File: src/hw/rtl/bsl_pkg.sv
// Package for the bounded sequence list unit: sizes, operation and status codes,
// and the command and status structs between controller and datapath.
// No dependencies.
package bsl_pkg;

  // Store depth and derived widths
  localparam int LIST_DEPTH = 16;
  localparam int IDX_W      = (LIST_DEPTH > 2) ? $clog2(LIST_DEPTH) : 1;
  localparam int CNT_W      = $clog2(LIST_DEPTH + 1);
  // Common width for compares between the 5-bit position field and the count
  localparam int WIDE_W     = (CNT_W > 5) ? CNT_W : 5;

  // Fixed field widths
  localparam int MODE_W   = 3;
  localparam int POS_W    = 5;
  localparam int VAL_W    = 32;
  localparam int STAT_W   = 2;
  localparam int FOUND_W  = 4;
  localparam int COUNT_W  = 5;

  // Operation codes
  localparam logic [MODE_W-1:0] OP_PUSH_BACK  = 3'd0;
  localparam logic [MODE_W-1:0] OP_POP_BACK   = 3'd1;
  localparam logic [MODE_W-1:0] OP_PUSH_FRONT = 3'd2;
  localparam logic [MODE_W-1:0] OP_POP_FRONT  = 3'd3;
  localparam logic [MODE_W-1:0] OP_INSERT     = 3'd4;
  localparam logic [MODE_W-1:0] OP_ERASE      = 3'd5;
  localparam logic [MODE_W-1:0] OP_FIND       = 3'd6;

  // Status codes
  localparam logic [STAT_W-1:0] ST_OK      = 2'd0;
  localparam logic [STAT_W-1:0] ST_FULL    = 2'd1;
  localparam logic [STAT_W-1:0] ST_BAD     = 2'd2;
  localparam logic [STAT_W-1:0] ST_MISSING = 2'd3;

  // Read address selects
  localparam logic [1:0] RD_CUR  = 2'd0;
  localparam logic [1:0] RD_PREV = 2'd1;
  localparam logic [1:0] RD_NEXT = 2'd2;

  typedef struct packed {
    logic              load;        // latch a new request
    logic              rd_en;       // read the store
    logic [1:0]        rd_sel;      // read at idx, idx-1 or idx+1
    logic              wr_en;       // write the store at idx
    logic              wr_key;      // write data: key (1) or read data (0)
    logic              idx_inc;
    logic              idx_dec;
    logic              cnt_inc;
    logic              cnt_dec;
    logic              set_status;
    logic [STAT_W-1:0] status;
    logic              set_found;
    logic              publish;     // move the result into the output register
  } cmd_t;

  typedef struct packed {
    logic [MODE_W-1:0] mode;
    logic              is_full;
    logic              is_empty;
    logic              pos_gt_cnt;
    logic              pos_ge_cnt;
    logic              idx_gt_tgt;
    logic              more_left;   // idx + 1 < count
    logic              idx_lt_cnt;
    logic              match;       // read data equals key
    logic              out_free;    // output register can take a result
  } stat_t;

endpackage

File: src/hw/rtl/bounded_sequence_list_unit.sv
// Top level of the bounded sequence list unit: stream ports, controller and
// datapath. Depends on bsl_pkg, bsl_ctrl and bsl_datapath.

// An ordered list of up to LIST_DEPTH signed 32-bit values. One request is
// taken at a time and gives one result. Pop back only lowers the count; push
// back writes the value at the end. Push front, pop front, insert and erase
// shift the later entries one place, each moved entry by a registered read
// and then a write. Find scans from index 0, reading each entry and then
// comparing it with the key. A failed request (full, empty, bad position,
// unused mode) leaves the list unchanged. A result waits in the output
// register while the next request is already being taken.
module bounded_sequence_list_unit
  import bsl_pkg::*;
(
  input  logic        clk,
  input  logic        rst,
  input  logic        s_tvalid,
  output logic        s_tready,
  input  logic [39:0] s_tdata,   // mode[2:0], position[7:3], value[39:8]
  output logic        m_tvalid,
  input  logic        m_tready,
  output logic [15:0] m_tdata    // status[1:0], found_position[5:2], count[10:6], zero
);

  cmd_t               cmd;
  stat_t              st;
  logic [STAT_W-1:0]  out_status;
  logic [FOUND_W-1:0] out_found;
  logic [COUNT_W-1:0] out_count;

  bsl_ctrl u_ctrl (
    .clk      (clk),
    .rst      (rst),
    .in_valid (s_tvalid),
    .ready    (s_tready),
    .st       (st),
    .cmd      (cmd)
  );

  bsl_datapath u_dp (
    .clk        (clk),
    .rst        (rst),
    .cmd        (cmd),
    .st         (st),
    .in_mode    (s_tdata[2:0]),
    .in_pos     (s_tdata[7:3]),
    .in_value   (s_tdata[39:8]),
    .out_valid  (m_tvalid),
    .out_ready  (m_tready),
    .out_status (out_status),
    .out_found  (out_found),
    .out_count  (out_count)
  );

  assign m_tdata = {5'd0, out_count, out_found, out_status};

endmodule

File: src/hw/rtl/bsl_ctrl.sv
// Controller state machine of the bounded sequence list unit.
// Sequences shift and scan loops; depends on bsl_pkg.
module bsl_ctrl
  import bsl_pkg::*;
(
  input  logic  clk,
  input  logic  rst,
  input  logic  in_valid,
  output logic  ready,
  input  stat_t st,
  output cmd_t  cmd
);

  localparam logic [3:0] S_IDLE  = 4'd0;
  localparam logic [3:0] S_EVAL  = 4'd1;
  localparam logic [3:0] S_SHR   = 4'd2;
  localparam logic [3:0] S_SHR_W = 4'd3;
  localparam logic [3:0] S_SHL   = 4'd4;
  localparam logic [3:0] S_SHL_W = 4'd5;
  localparam logic [3:0] S_FR    = 4'd6;
  localparam logic [3:0] S_FC    = 4'd7;
  localparam logic [3:0] S_FIN   = 4'd8;

  logic [3:0] state;
  logic [3:0] state_next;

  always_ff @(posedge clk) begin
    if (rst) begin
      state <= S_IDLE;
    end else begin
      state <= state_next;
    end
  end

  assign ready = (state == S_IDLE);

  // Next state and commands
  always_comb begin
    state_next = state;
    cmd        = '0;
    case (state)
      S_IDLE: begin
        if (in_valid) begin
          cmd.load   = 1'b1;
          state_next = S_EVAL;
        end
      end
      S_EVAL: begin
        state_next = S_FIN;
        case (st.mode)
          OP_PUSH_BACK, OP_PUSH_FRONT: begin
            if (st.is_full) begin
              cmd.set_status = 1'b1;
              cmd.status     = ST_FULL;
            end else begin
              state_next = S_SHR;
            end
          end
          OP_INSERT: begin
            if (st.is_full) begin
              cmd.set_status = 1'b1;
              cmd.status     = ST_FULL;
            end else if (st.pos_gt_cnt) begin
              cmd.set_status = 1'b1;
              cmd.status     = ST_BAD;
            end else begin
              state_next = S_SHR;
            end
          end
          OP_POP_BACK: begin
            if (st.is_empty) begin
              cmd.set_status = 1'b1;
              cmd.status     = ST_BAD;
            end else begin
              cmd.cnt_dec = 1'b1;
            end
          end
          OP_POP_FRONT: begin
            if (st.is_empty) begin
              cmd.set_status = 1'b1;
              cmd.status     = ST_BAD;
            end else begin
              state_next = S_SHL;
            end
          end
          OP_ERASE: begin
            if (st.pos_ge_cnt) begin
              cmd.set_status = 1'b1;
              cmd.status     = ST_BAD;
            end else begin
              state_next = S_SHL;
            end
          end
          OP_FIND: begin
            state_next = S_FR;
          end
          default: begin
            cmd.set_status = 1'b1;
            cmd.status     = ST_BAD;
          end
        endcase
      end
      // Open a gap: move entries up one place from the back down to the target
      S_SHR: begin
        if (st.idx_gt_tgt) begin
          cmd.rd_en  = 1'b1;
          cmd.rd_sel = RD_PREV;
          state_next = S_SHR_W;
        end else begin
          cmd.wr_en   = 1'b1;
          cmd.wr_key  = 1'b1;
          cmd.cnt_inc = 1'b1;
          state_next  = S_FIN;
        end
      end
      S_SHR_W: begin
        cmd.wr_en   = 1'b1;
        cmd.idx_dec = 1'b1;
        state_next  = S_SHR;
      end
      // Close the gap: move entries down one place from the target to the back
      S_SHL: begin
        if (st.more_left) begin
          cmd.rd_en  = 1'b1;
          cmd.rd_sel = RD_NEXT;
          state_next = S_SHL_W;
        end else begin
          cmd.cnt_dec = 1'b1;
          state_next  = S_FIN;
        end
      end
      S_SHL_W: begin
        cmd.wr_en   = 1'b1;
        cmd.idx_inc = 1'b1;
        state_next  = S_SHL;
      end
      // Linear scan for the key
      S_FR: begin
        if (st.idx_lt_cnt) begin
          cmd.rd_en  = 1'b1;
          cmd.rd_sel = RD_CUR;
          state_next = S_FC;
        end else begin
          cmd.set_status = 1'b1;
          cmd.status     = ST_MISSING;
          state_next     = S_FIN;
        end
      end
      S_FC: begin
        if (st.match) begin
          cmd.set_found = 1'b1;
          state_next    = S_FIN;
        end else begin
          cmd.idx_inc = 1'b1;
          state_next  = S_FR;
        end
      end
      S_FIN: begin
        if (st.out_free) begin
          cmd.publish = 1'b1;
          state_next  = S_IDLE;
        end
      end
      default: begin
        state_next = S_IDLE;
      end
    endcase
  end

endmodule

File: src/hw/rtl/bsl_datapath.sv
// Datapath of the bounded sequence list unit: list store, index and count
// registers, request latch and output register. Depends on bsl_pkg.
module bsl_datapath
  import bsl_pkg::*;
(
  input  logic               clk,
  input  logic               rst,
  input  cmd_t               cmd,
  output stat_t              st,
  input  logic [MODE_W-1:0]  in_mode,
  input  logic [POS_W-1:0]   in_pos,
  input  logic [VAL_W-1:0]   in_value,
  output logic               out_valid,
  input  logic               out_ready,
  output logic [STAT_W-1:0]  out_status,
  output logic [FOUND_W-1:0] out_found,
  output logic [COUNT_W-1:0] out_count
);

  logic [VAL_W-1:0]   mem [LIST_DEPTH];
  logic [VAL_W-1:0]   rd_data;
  logic [CNT_W-1:0]   cnt;
  logic [CNT_W-1:0]   idx;
  logic [CNT_W-1:0]   tgt;
  logic [MODE_W-1:0]  mode;
  logic [POS_W-1:0]   pos;
  logic [VAL_W-1:0]   key;
  logic [STAT_W-1:0]  res_status;
  logic [FOUND_W-1:0] res_found;
  logic [CNT_W-1:0]   idx_init;
  logic [CNT_W-1:0]   tgt_init;
  logic [CNT_W-1:0]   rd_ptr;
  logic [IDX_W-1:0]   rd_addr;
  logic [IDX_W-1:0]   wr_addr;
  logic [WIDE_W-1:0]  pos_wide;
  logic [WIDE_W-1:0]  cnt_wide;
  logic [WIDE_W-1:0]  idx_wide;
  logic [CNT_W:0]     idx_plus;

  assign pos_wide = WIDE_W'(pos);
  assign cnt_wide = WIDE_W'(cnt);
  assign idx_wide = WIDE_W'(idx);
  assign idx_plus = {1'b0, idx} + (CNT_W + 1)'(1);

  // Start index and target of the shift loops, from the incoming request
  always_comb begin
    case (in_mode)
      OP_PUSH_BACK: begin
        idx_init = cnt;
        tgt_init = cnt;
      end
      OP_PUSH_FRONT: begin
        idx_init = cnt;
        tgt_init = '0;
      end
      OP_INSERT: begin
        idx_init = cnt;
        tgt_init = CNT_W'(WIDE_W'(in_pos));
      end
      OP_ERASE: begin
        idx_init = CNT_W'(WIDE_W'(in_pos));
        tgt_init = '0;
      end
      default: begin
        idx_init = '0;
        tgt_init = '0;
      end
    endcase
  end

  // Request latch and result fields
  always_ff @(posedge clk) begin
    if (cmd.load) begin
      mode <= in_mode;
      pos  <= in_pos;
      key  <= in_value;
      tgt  <= tgt_init;
    end
    if (cmd.load) begin
      res_status <= ST_OK;
      res_found  <= '0;
    end else begin
      if (cmd.set_status) begin
        res_status <= cmd.status;
      end
      if (cmd.set_found) begin
        res_found <= idx_wide[FOUND_W-1:0];
      end
    end
  end

  // Index register
  always_ff @(posedge clk) begin
    if (cmd.load) begin
      idx <= idx_init;
    end else if (cmd.idx_inc) begin
      idx <= idx + CNT_W'(1);
    end else if (cmd.idx_dec) begin
      idx <= idx - CNT_W'(1);
    end
  end

  // Entry count
  always_ff @(posedge clk) begin
    if (rst) begin
      cnt <= '0;
    end else if (cmd.cnt_inc) begin
      cnt <= cnt + CNT_W'(1);
    end else if (cmd.cnt_dec) begin
      cnt <= cnt - CNT_W'(1);
    end
  end

  // Store port addresses
  always_comb begin
    case (cmd.rd_sel)
      RD_PREV: rd_ptr = idx - CNT_W'(1);
      RD_NEXT: rd_ptr = idx_plus[CNT_W-1:0];
      default: rd_ptr = idx;
    endcase
  end
  assign rd_addr = rd_ptr[IDX_W-1:0];
  assign wr_addr = idx[IDX_W-1:0];

  // List store: one write and one registered read a cycle
  always_ff @(posedge clk) begin
    if (cmd.wr_en) begin
      mem[wr_addr] <= cmd.wr_key ? key : rd_data;
    end
    if (cmd.rd_en) begin
      rd_data <= mem[rd_addr];
    end
  end

  // Output register
  always_ff @(posedge clk) begin
    if (rst) begin
      out_valid <= 1'b0;
    end else if (cmd.publish) begin
      out_valid <= 1'b1;
    end else if (out_ready) begin
      out_valid <= 1'b0;
    end
  end

  always_ff @(posedge clk) begin
    if (cmd.publish) begin
      out_status <= res_status;
      out_found  <= res_found;
      out_count  <= cnt_wide[COUNT_W-1:0];
    end
  end

  // Status to the controller
  assign st.mode       = mode;
  assign st.is_full    = (cnt == CNT_W'(LIST_DEPTH));
  assign st.is_empty   = (cnt == '0);
  assign st.pos_gt_cnt = (pos_wide > cnt_wide);
  assign st.pos_ge_cnt = (pos_wide >= cnt_wide);
  assign st.idx_gt_tgt = (idx > tgt);
  assign st.more_left  = (idx_plus < {1'b0, cnt});
  assign st.idx_lt_cnt = (idx < cnt);
  assign st.match      = (rd_data == key);
  assign st.out_free   = !out_valid || out_ready;

endmodule
File: config.mk
export PLATFORM = sky130hd
export DESIGN_NAME = bounded_sequence_list_unit
export DESIGN_NICKNAME = d
export VERILOG_FILES = /design/src/hw/rtl/bsl_pkg.sv /design/src/hw/rtl/bounded_sequence_list_unit.sv /design/src/hw/rtl/bsl_ctrl.sv /design/src/hw/rtl/bsl_datapath.sv
export SDC_FILE = /design/constraint.sdc
export NUM_CORES = 1
export LEC_CHECK = 0
export BUFFER_PORTS_ARGS = -buffer_cell sky130_fd_sc_hd__buf_2
export CORE_MARGIN = 2
export CORE_UTILIZATION = 55
export CTS_CLUSTER_DIAMETER = 40
export CTS_CLUSTER_SIZE = 40
export DETAILED_ROUTE_END_ITERATION = 16
export PLACE_DENSITY_LB_ADDON = 0.12
export REMOVE_ABC_BUFFERS = 1
export SETUP_SLACK_MARGIN = 0.5
export SLEW_MARGIN = 5
export SYNTH_ARGS = -nofsm -noshare
export SYNTH_HDL_FRONTEND = slang
export SYNTH_HIERARCHICAL = 1
export SYNTH_SLANG_ARGS = --single-unit
File: constraint.sdc
create_clock -name clk -period 6.4 [get_ports clk]
set_input_delay 1.28 -clock clk [delete_from_list [all_inputs] [get_ports clk]]
set_output_delay 1.28 -clock clk [all_outputs]
set_load 0.01 [all_outputs]
After elaboration in Yosys (flattened, before gate mapping) --
Memories as Yosys holds them, arrays and structs flattened. A register that Yosys moved wholly into a read port is not among the register bits. Cells that the tools add are included.
Storage, ports and cells: bits in writable memories 512, memories 1, logic and storage cells 117, bits in registers 77, input bits 44
Memory list:
- u_dp.mem | depth 16, bits a word 32, read ports 1, clocked after Yosys merged registers in 1, write ports 1, line bsl_datapath.sv:20 | logic [VAL_W-1:0] mem [LIST_DEPTH];
Operators by class: muxes and demuxes 56, order comparisons 5, reduce and logical (&&, ||, !) cells 14, equality and inequality tests 23, $add $sub $neg 5
Operator list (number):
- 4-bit 2-to-1 mux | 11
- 4-bit case mux with 9 select lines | 1
- 32-bit == test | 1
- 32-bit 2-to-1 mux | 1
- 3-bit 2-to-1 mux | 9
- 5-bit 2-to-1 mux | 5
- 4-bit case mux with 5 select lines | 1
- 5-bit case mux with 2 select lines | 2
- 1-bit 2-to-1 mux | 18
- 4-bit by 3-bit == test with 1-bit output, second input constant | 4
- 3-bit == test, second input constant | 5
- 3-bit case mux with 5 select lines | 1
- 5-bit by 1-bit adder with 5-bit output, second input constant | 2
- 5-bit > comparator | 2
- 5-bit by 1-bit subtractor with 5-bit output, second input constant | 2
- 3-bit by 2-bit == test with 1-bit output, second input constant | 3
- 3-bit case mux with 3 select lines | 1
- 4-bit by 2-bit == test with 1-bit output, second input constant | 2
- 4-bit case mux with 2 select lines | 1
- 5-bit by 1-bit adder with 6-bit output, second input constant | 1
- 3-bit logical NOT | 2
- 6-bit by 5-bit less-than comparator with 1-bit output | 1
- 1-bit case mux with 2 select lines | 3
- 3-bit case mux with 2 select lines | 1
- other kinds (19) | 23

Depth between registers and ports, before layout --
Gate-level depths: netlist (run 1).
depth after elaboration 6, gate-level depth with buffers 21, gate-level depth less buffers 18

Modules after synthesis --
Netlist (run 1), hierarchy kept.
By module, submodules not included:
- bsl_datapath | seq. area each 18407.7 sq um, area each 25030.3 sq um, cells an instance 1167, instances 1
- bsl_ctrl | seq. area each 80.1 sq um, area each 563.0 sq um, cells an instance 78, instances 1
- bounded_sequence_list_unit | seq. area each 0.0 sq um, area each 41.3 sq um, cells an instance 6, instances 1

Least setup slack after synthesis (run 1) --
OpenSTA, ideal clock, no wires.
path kind register to register, start point reg u_dp.idx[1], end point mem u_dp.mem[3][0], enable pin, cell stages (with the launch flop) 13, arrival time 4.254 ns, data required time 5.939 ns, slack 1.685 ns, path buffers 0, period minus slack after synthesis 4.715 ns, cells stage by stage edfxtp_1 -> ha_1 -> nor2b_1 -> o21a_1 -> o21ai_0 -> nand2b_1 -> a21oi_1 -> a31oi_1 -> nor3b_1 -> a21oi_1 -> nor2_1 -> nand2_1 -> nor3_1
RTL lines:
- start: declaration | line bsl_datapath.sv:23 | logic [CNT_W-1:0] idx;
- start signal: assignment | line bsl_datapath.sv:95 | idx <= idx_init;
- start signal: assignment | line bsl_datapath.sv:97 | idx <= idx + CNT_W'(1);
- start signal: assignment | line bsl_datapath.sv:99 | idx <= idx - CNT_W'(1);
- end: declaration | line bsl_datapath.sv:20

==> metrics.yaml, run 1 <==
clocking:
  clock_tree_from_tritoncts: "yes"
  cts_hold_fix_bufs: 0
  cts_max_path_buffers: 3
  cts.reportedPaths.clkPinSlew_ns: 0.06
  cts_sinks: 621
  cts_setup_buffers: 0
  postCtsResizedCells: 0
  cts_max_level: 3
  cts-root-buf: "sky130_fd_sc_hd__clkbuf_16"
  cts_made_buffers: 76
  clk_latency_ns: 0.61
sta:
  timing_worst_slew_pin_value_ns: 1.20
  timing.final.setup_violations: 0
  fmax_mhz: 181
  layout_min_cycle_time_ns: 5.51
  finClkSkew_ns: 0.0179
  slew_viols_final: 0
  slew-limit-headroom_pct: 19.6
  rsz_0062_raised_after_global_routing: "false"
  fin_crit_sh_pct: 86.1
  final_hold_viol_count: 0
die:
  fp.dieArea_sq_um: 48400
  row_count: 79
  boundaryPins: 62
  dieWidth_um: 220
  floorplan.die.height_um: 220
  start_util_pct: 55.4
  core_area_sq_um: 46300
power:
  totalPowerFinal_mw: 10.6
  vdd.ir_drop.worst_mv: 0.242
  power_leakage_nw: 9.94
  total_power_density_per_cell_area_nw_per_um2: 364
final_layout:
  post_route_cells_drive_above_1_share_pct: 21.9
  mostFrequentLayoutCell: "sky130_fd_sc_hd__edfxtp_1"
  antenna_cells_inserted: 0
  layout.cells.most_common_list: "sky130_fd_sc_hd__edfxtp_1, sky130_fd_sc_hd__mux2i_1, sky130_fd_sc_hd__mux4_1"
  final_cell_area_sq_um: 29200
  finalNetCount: 1422
  areaGrowthSynthToFinish_pct: 13.9
worst_setup_path:
  family_with_the_most_delay_on_the_worst_path: "compound AO/OA/AOI/OAI gates"
  cp_num_cells: 17
  critical-path-max-stage-delay_ns: 0.61
  r2r_cells: 17
  register_to_register_setup_slack_ns: 0.89
  critical_path_buf_inv_count: 3
  critical_path.max_fanout: 42
  crit_path_cell_trace: "inv_1, ha_1, ha_1, a21o_1, a21oi_1, a21oi_1, o21a_1, a311oi_1, or4b_4, inv_1, ha_1, a211oi_2, a21oi_4, buf_12, mux4_1, mux2i_1, mux2i_1"
  worstPathArrival_ns: 5.84
  cp_data_required_time_ns: 6.73
  timing.critical_path.to_type: "register"
  critPathMostFrequentCell: "sky130_fd_sc_hd__ha_1"
  timing_worst_setup_path_type: "reg -> reg"
  timing.critical_path.from_type: "register"
  crit_path_top_delay_cell: "sky130_fd_sc_hd__mux4_1"
logic_synthesis:
  postSynth.asyncResetShare_pct: 0
  synth-edff-count: 605
  synthesis.area_per_instance_sq_um: 20.5
  ys.flop_type: "sky130_fd_sc_hd__edfxtp_1"
  ys.warnings.count: 6
  synth_area_sq_um: 25600
  synth_register_bits: 621
  synth_unique_cells: 64
  yosysSeqAreaShare_pct: 72.1
  syn_inst: 1251
job:
  maxCapViolCount: 0
route:
  wl_per_cell_um: 26.4
  initialDrtViolationCount: 1142
  detail-route-antenna-nets: 0
  remaining_drc_errors: 0
  drt_wl_total_um: 53200
  first_pass_iters: 4
  routed-via-count: 12200
  detail_route.vias_per_cell: 6.04
placement:
  dp_hpwl_um: 28000
  numPortBuffers: 56
  place.gp.congestion: 0.770
  placement.cell_area_sq_um: 26600
global_route:
  grt_pass1_wl_um: 78400
  grt_pass1_vias: 12200
  gr-usage-all-layers_pct: 22.9
  initial_antenna_violation_count: 0
  grt_start_max_net_pins: 85
  globalRouteOverflowTotal: 0
hold_path:
  hp-class: "reg -> reg"
  hold_depth: 0
status:
  result_of_the_run: "completed"
==> cell usage after synthesis, types with 11 or more instances <==
cell type / count / share of area [%]
sky130_fd_sc_hd__mux2i_1: 119 / 4.6
sky130_fd_sc_hd__ha_1: 26 / 1.3
sky130_fd_sc_hd__nor4_1: 11 / 0.27
sky130_fd_sc_hd__xor2_1: 40 / 1.4
sky130_fd_sc_hd__buf_2: 11 / 0.21
sky130_fd_sc_hd__mux2_2: 32 / 1.4
sky130_fd_sc_hd__a21oi_1: 20 / 0.39
sky130_fd_sc_hd__nand2b_1: 11 / 0.27
sky130_fd_sc_hd__edfxtp_1: 605 / 71
sky130_fd_sc_hd__dfxtp_1: 16 / 1.2
sky130_fd_sc_hd__mux4_1: 86 / 8.8
sky130_fd_sc_hd__nor2_1: 35 / 0.51
sky130_fd_sc_hd__clkbuf_1: 22 / 0.32
sky130_fd_sc_hd__nor3_1: 16 / 0.31
sky130_fd_sc_hd__inv_1: 20 / 0.29
sky130_fd_sc_hd__mux4_2: 40 / 3.5
sky130_fd_sc_hd__nand2_1: 16 / 0.23
sky130_fd_sc_hd__buf_4: 14 / 0.41
==> sequential cells by signal, indices dropped and copies added (netlist names) <==
| register | count |
|---|---|
| u_dp/mem | 512 |
| u_dp/key | 32 |
| u_dp/rd_data | 32 |
| u_dp/cnt | 5 |
| u_dp/idx | 5 |
| u_dp/out_count | 5 |
| u_dp/pos | 5 |
| u_dp/tgt | 5 |
| u_ctrl/state | 4 |
| u_dp/out_found | 4 |
| u_dp/res_found | 4 |
| u_dp/mode | 3 |
| u_dp/out_status | 2 |
| u_dp/res_status | 2 |
| u_dp/out_valid | 1 |
==> logic make-up (layout without fill, tap and decap cells) <==
logic type / Yosys count / count (layout) / synth area share, %
mux: 277 / 277 / 18.4
buf+inv: 89 / 244 / 2.25
flops: 621 / 621 / 72.1
simple gates: 121 / 121 / 2.52
compound gates: 71 / 71 / 1.86
other cells: 1 / 5 / 0.0146
fa+ha+maj: 27 / 27 / 1.35
xor+xnor: 44 / 44 / 1.50
==> layer usage <==
| layer | track usage, % | wire length, um |
|---|---|---|
| met5 | 0 | 0 |
| met4 | 6.55 | 1260 |
| met3 | 4.39 | 2890 |
| met2 | 36.9 | 25900 |
| met1 | 32.2 | 23200 |
==> final timing paths <==
path / endpoint / startpoint
worst min register to register: u_dp/out_status[1] / u_dp/res_status[1]
worst max-delay path: u_dp/rd_data[21] / u_dp/idx[0]
worst min-delay path: u_dp/out_status[1] / u_dp/res_status[1]
worst max register to register: u_dp/rd_data[21] / u_dp/idx[0]
==> power by group <==
| group | switching (mW) | internal (mW) |
|---|---|---|
| combinational | 0.857 | 0.742 |
| clock | 1.70 | 2.56 |
| sequential | 0.106 | 4.66 |
| total | 2.66 | 7.96 |
==> cell type report <==
cell class	instances	area, sq um
tap	607	759
inverter	21	78.8
fill	3206	17100
clock inverter	51	564
timing repair buffer	86	568
multi-input combinational	545	6750
sequential	621	18500
clock buffer	86	1980
==> per-stage QoR <==
| stage | setup slack (ns) | utilization (%) | hold slack (ns) | instances | setup TNS (ns) |
|---|---|---|---|---|---|
| after floorplan | -4.28 | - | 0.408 | 1187 | -138.14 |
| after global placement | 1.00 | 57.6 | 0.422 | 1880 | 0 |
| after detailed placement | 0.878 | 57.6 | 0.418 | 1880 | 0 |
| after CTS | 0.858 | 63.1 | 0.425 | 2017 | 0 |
| after global routing | 0.571 | 63.1 | 0.433 | 2017 | 0 |
| final | 0.889 | 63.1 | 0.426 | 2017 | 0 |
Note: power is estimated with default switching activity, not from simulation.
==> inputs of run 2 (changes only) <==
BUFFER_PORTS_ARGS = default   (was -buffer_cell sky130_fd_sc_hd__buf_2)
DONT_BUFFER_PORTS = 1   (was default)
==> run 2 against run 1 <==
Effect of this change: critical path depth unchanged; clock skew increased by 0.015 ns; design area about the same; non-clock buffer count decreased by 51.
==> metrics.yaml, run 2 (same netlist as run 1, synthesis figures left out) <==
status:
  result_of_the_run: "completed"  # unchanged
route:
  first_pass_iters: 5  # was 4
  routed-via-count: 12100  # was 12200
  drt_wl_total_um: 53900  # was 53200 um
  initialDrtViolationCount: 1005  # was 1142
  remaining_drc_errors: 0  # unchanged
  wl_per_cell_um: 27.3  # was 26.4 um
  detail_route.vias_per_cell: 6.12  # was 6.04
  detail-route-antenna-nets: 0  # unchanged
worst_setup_path:
  crit_path_top_delay_cell: "sky130_fd_sc_hd__o21ai_4"  # was sky130_fd_sc_hd__mux4_1
  cp_data_required_time_ns: 6.74  # was 6.73 ns
  crit_path_cell_trace: "inv_1, ha_1, ha_1, a21o_1, a21oi_1, a21oi_1, o21a_1, a311oi_1, or4b_4, inv_1, ha_2, mux2i_1, o21ai_4, buf_12, mux4_1, mux2i_1, mux2i_1"  # was inv_1, ha_1, ha_1, a21o_1, a21oi_1, a21oi_1, o21a_1, a311oi_1, or4b_4, inv_1, ha_1, a211oi_2, a21oi_4, buf_12, mux4_1, mux2i_1, mux2i_1
  timing_worst_setup_path_type: "reg -> reg"  # unchanged
  timing.critical_path.to_type: "register"  # unchanged
  family_with_the_most_delay_on_the_worst_path: "compound AO/OA/AOI/OAI gates"  # unchanged
  critPathMostFrequentCell: "sky130_fd_sc_hd__mux2i_1"  # was sky130_fd_sc_hd__ha_1
  critical-path-max-stage-delay_ns: 0.63  # was 0.61 ns
  worstPathArrival_ns: 5.84  # about the same
  timing.critical_path.from_type: "register"  # unchanged
  critical_path_buf_inv_count: 3  # unchanged
  critical_path.max_fanout: 67  # was 42
clocking:
  cts_hold_fix_bufs: 0  # unchanged
  cts_max_path_buffers: 3  # unchanged
  cts_max_level: 3  # unchanged
  cts.reportedPaths.clkPinSlew_ns: 0.06  # about the same
  cts_made_buffers: 82  # was 76
  cts-root-buf: "sky130_fd_sc_hd__clkbuf_16"  # unchanged
  clk_latency_ns: 0.61  # about the same
  clock_tree_from_tritoncts: "yes"  # unchanged
  cts_sinks: 621  # unchanged
final_layout:
  layout.cells.most_common_list: "sky130_fd_sc_hd__edfxtp_1, sky130_fd_sc_hd__mux2i_1, sky130_fd_sc_hd__mux4_1"  # unchanged
  finalNetCount: 1378  # was 1422
  largest_register: "u_dp/mem"  # unchanged
  areaGrowthSynthToFinish_pct: 13.8  # was 13.9%
  antenna_cells_inserted: 0  # unchanged
  area_used_by_sequential_logic_in_the_layout_sq_um: 18500  # unchanged
  multi_input_gate_area_in_the_final_layout_sq_um: 6760  # was 6750 sq um
  post_route_cells_drive_above_1_share_pct: 20.3  # was 21.9%
  largest_registers: "u_dp/mem (512), u_dp/key (32), u_dp/rd_data (32)"  # unchanged
  fillers: 3161  # was 3206
  mostFrequentLayoutCell: "sky130_fd_sc_hd__edfxtp_1"  # unchanged
  final_cell_area_sq_um: 29200  # about the same
  largest_register_ffs: 512  # unchanged
power:
  power_leakage_nw: 9.84  # was 9.94 nW
  vdd.ir_drop.worst_mv: 0.283  # was 0.242 mV
  total_power_density_per_cell_area_nw_per_um2: 373  # was 364 nW/um^2
sta:
  rsz_0062_raised_after_global_routing: "false"  # unchanged
  slew-limit-headroom_pct: 16.8  # was 19.6%
  setup_ws_ns: 0.901  # was 0.889 ns
  slew_viols_final: 0  # unchanged
  finClkSkew_ns: 0.0327  # was 0.0179 ns
  timing_worst_slew_pin_value_ns: 1.25  # was 1.20 ns
  finalSetupTns_ns: 0  # unchanged
  fmax_mhz: 182  # was 181 MHz
  layout_min_cycle_time_ns: 5.50  # was 5.51 ns
  fin_crit_sh_pct: 85.9  # was 86.1%
  timing.final.setup_violations: 0  # unchanged
  final_hold_viol_count: 0  # unchanged
  whs_ns: 0.449  # was 0.426 ns
hold_path:
  hp-class: "reg -> reg"  # unchanged
placement:
  dp_hpwl_um: 28200  # was 28000 um
  placement.cell_area_sq_um: 26400  # was 26600 sq um
  dp_worst_setup_slack_ns: 0.623  # was 0.878 ns
  place.gp.congestion: 0.757  # was 0.770
  numPortBuffers: 0  # was 56
global_route:
  initial_antenna_violation_count: 0  # unchanged
  grt_start_max_net_pins: 68  # was 85
  gr-usage-all-layers_pct: 22.9  # about the same
  grt_pass1_wl_um: 78900  # was 78400 um
  globalRouteOverflowTotal: 0  # unchanged
  grt_pass1_vias: 12200  # about the same
job:
  maxCapViolCount: 0  # unchanged
die:
  start_util_pct: 55.4  # unchanged
  dieWidth_um: 220  # unchanged
  core_area_sq_um: 46300  # unchanged
  floorplan.die.height_um: 220  # unchanged
  boundaryPins: 62  # unchanged
  row_count: 79  # unchanged
  fp.dieArea_sq_um: 48400  # unchanged
## run 2: stage by stage
stage	power, mW	util (%)	std cells
final	10.9	63.1	1978
after global routing	11.3	63.1	1978
after CTS	11.0	63.0	1977
after detailed placement	6.46	57.1	1829
after global placement	6.43	57.1	1829
after floorplan	6.20	-	1187
## run 2: worst register-to-register path, stage by stage (launching register included)
cell and delay (ns):
sky130_fd_sc_hd__edfxtp_1 0.61, sky130_fd_sc_hd__inv_1 0.17, sky130_fd_sc_hd__ha_1 0.39, sky130_fd_sc_hd__ha_1 0.30, sky130_fd_sc_hd__a21o_1 0.15, sky130_fd_sc_hd__a21oi_1 0.18, sky130_fd_sc_hd__a21oi_1 0.09, sky130_fd_sc_hd__o21a_1 0.20
sky130_fd_sc_hd__a311oi_1 0.36, sky130_fd_sc_hd__or4b_4 0.54, sky130_fd_sc_hd__inv_1 0.10, sky130_fd_sc_hd__ha_2 0.21, sky130_fd_sc_hd__mux2i_1 0.22, sky130_fd_sc_hd__o21ai_4 0.63, sky130_fd_sc_hd__buf_12 0.43, sky130_fd_sc_hd__mux4_1 0.40
sky130_fd_sc_hd__mux2i_1 0.18, sky130_fd_sc_hd__mux2i_1 0.10
## run 2: path summary, 6_finish.rpt
check	slack, ns	from	to	depth (start not counted)
worst min-delay path	0.45	u_dp/res_status[0]	u_dp/out_status[0]	0
worst max-delay path	0.90	u_dp/idx[0]	u_dp/rd_data[29]	17
worst min register to register	0.45	u_dp/res_status[0]	u_dp/out_status[0]	0
worst max register to register	0.90	u_dp/idx[0]	u_dp/rd_data[29]	17
## run 2: layer usage
layer | part of all wire [%] | up-vias | track usage (%)
met1 | 45 | 6365 | 32.8
met2 | 48 | 328 | 36.9
met3 | 4.7 | 97 | 3.86
li1 | - | 5309 | -
met4 | 2.3 | 0 | 6.40
met5 | 0 | - | 0
## run 2: final cells by class
cell class	count	area share, %
clock buffers	85	7.15
clock inverters	63	2.28
inverters	21	0.270
multi-input cells	546	23.2
flip-flops and latches	621	63.4
well taps	607	2.60
repair buffers	35	1.16
## run 2: what timing repair did
action | in CTS | in global routing
gates resized for setup | 0 | 1
buffers inserted | 0 | 0
endpoints found under the hold margin | 0 | 0
endpoints found under the setup margin | 0 | 27
## run 2: power by group
part,total (mW),leakage [nW],switching [mW],internal (mW)
logic,1.62,2.92,0.883,0.739
registers,4.74,5.60,0.0889,4.66
clock network,4.52,1.31,1.83,2.69
total,10.9,9.84,2.80,8.08
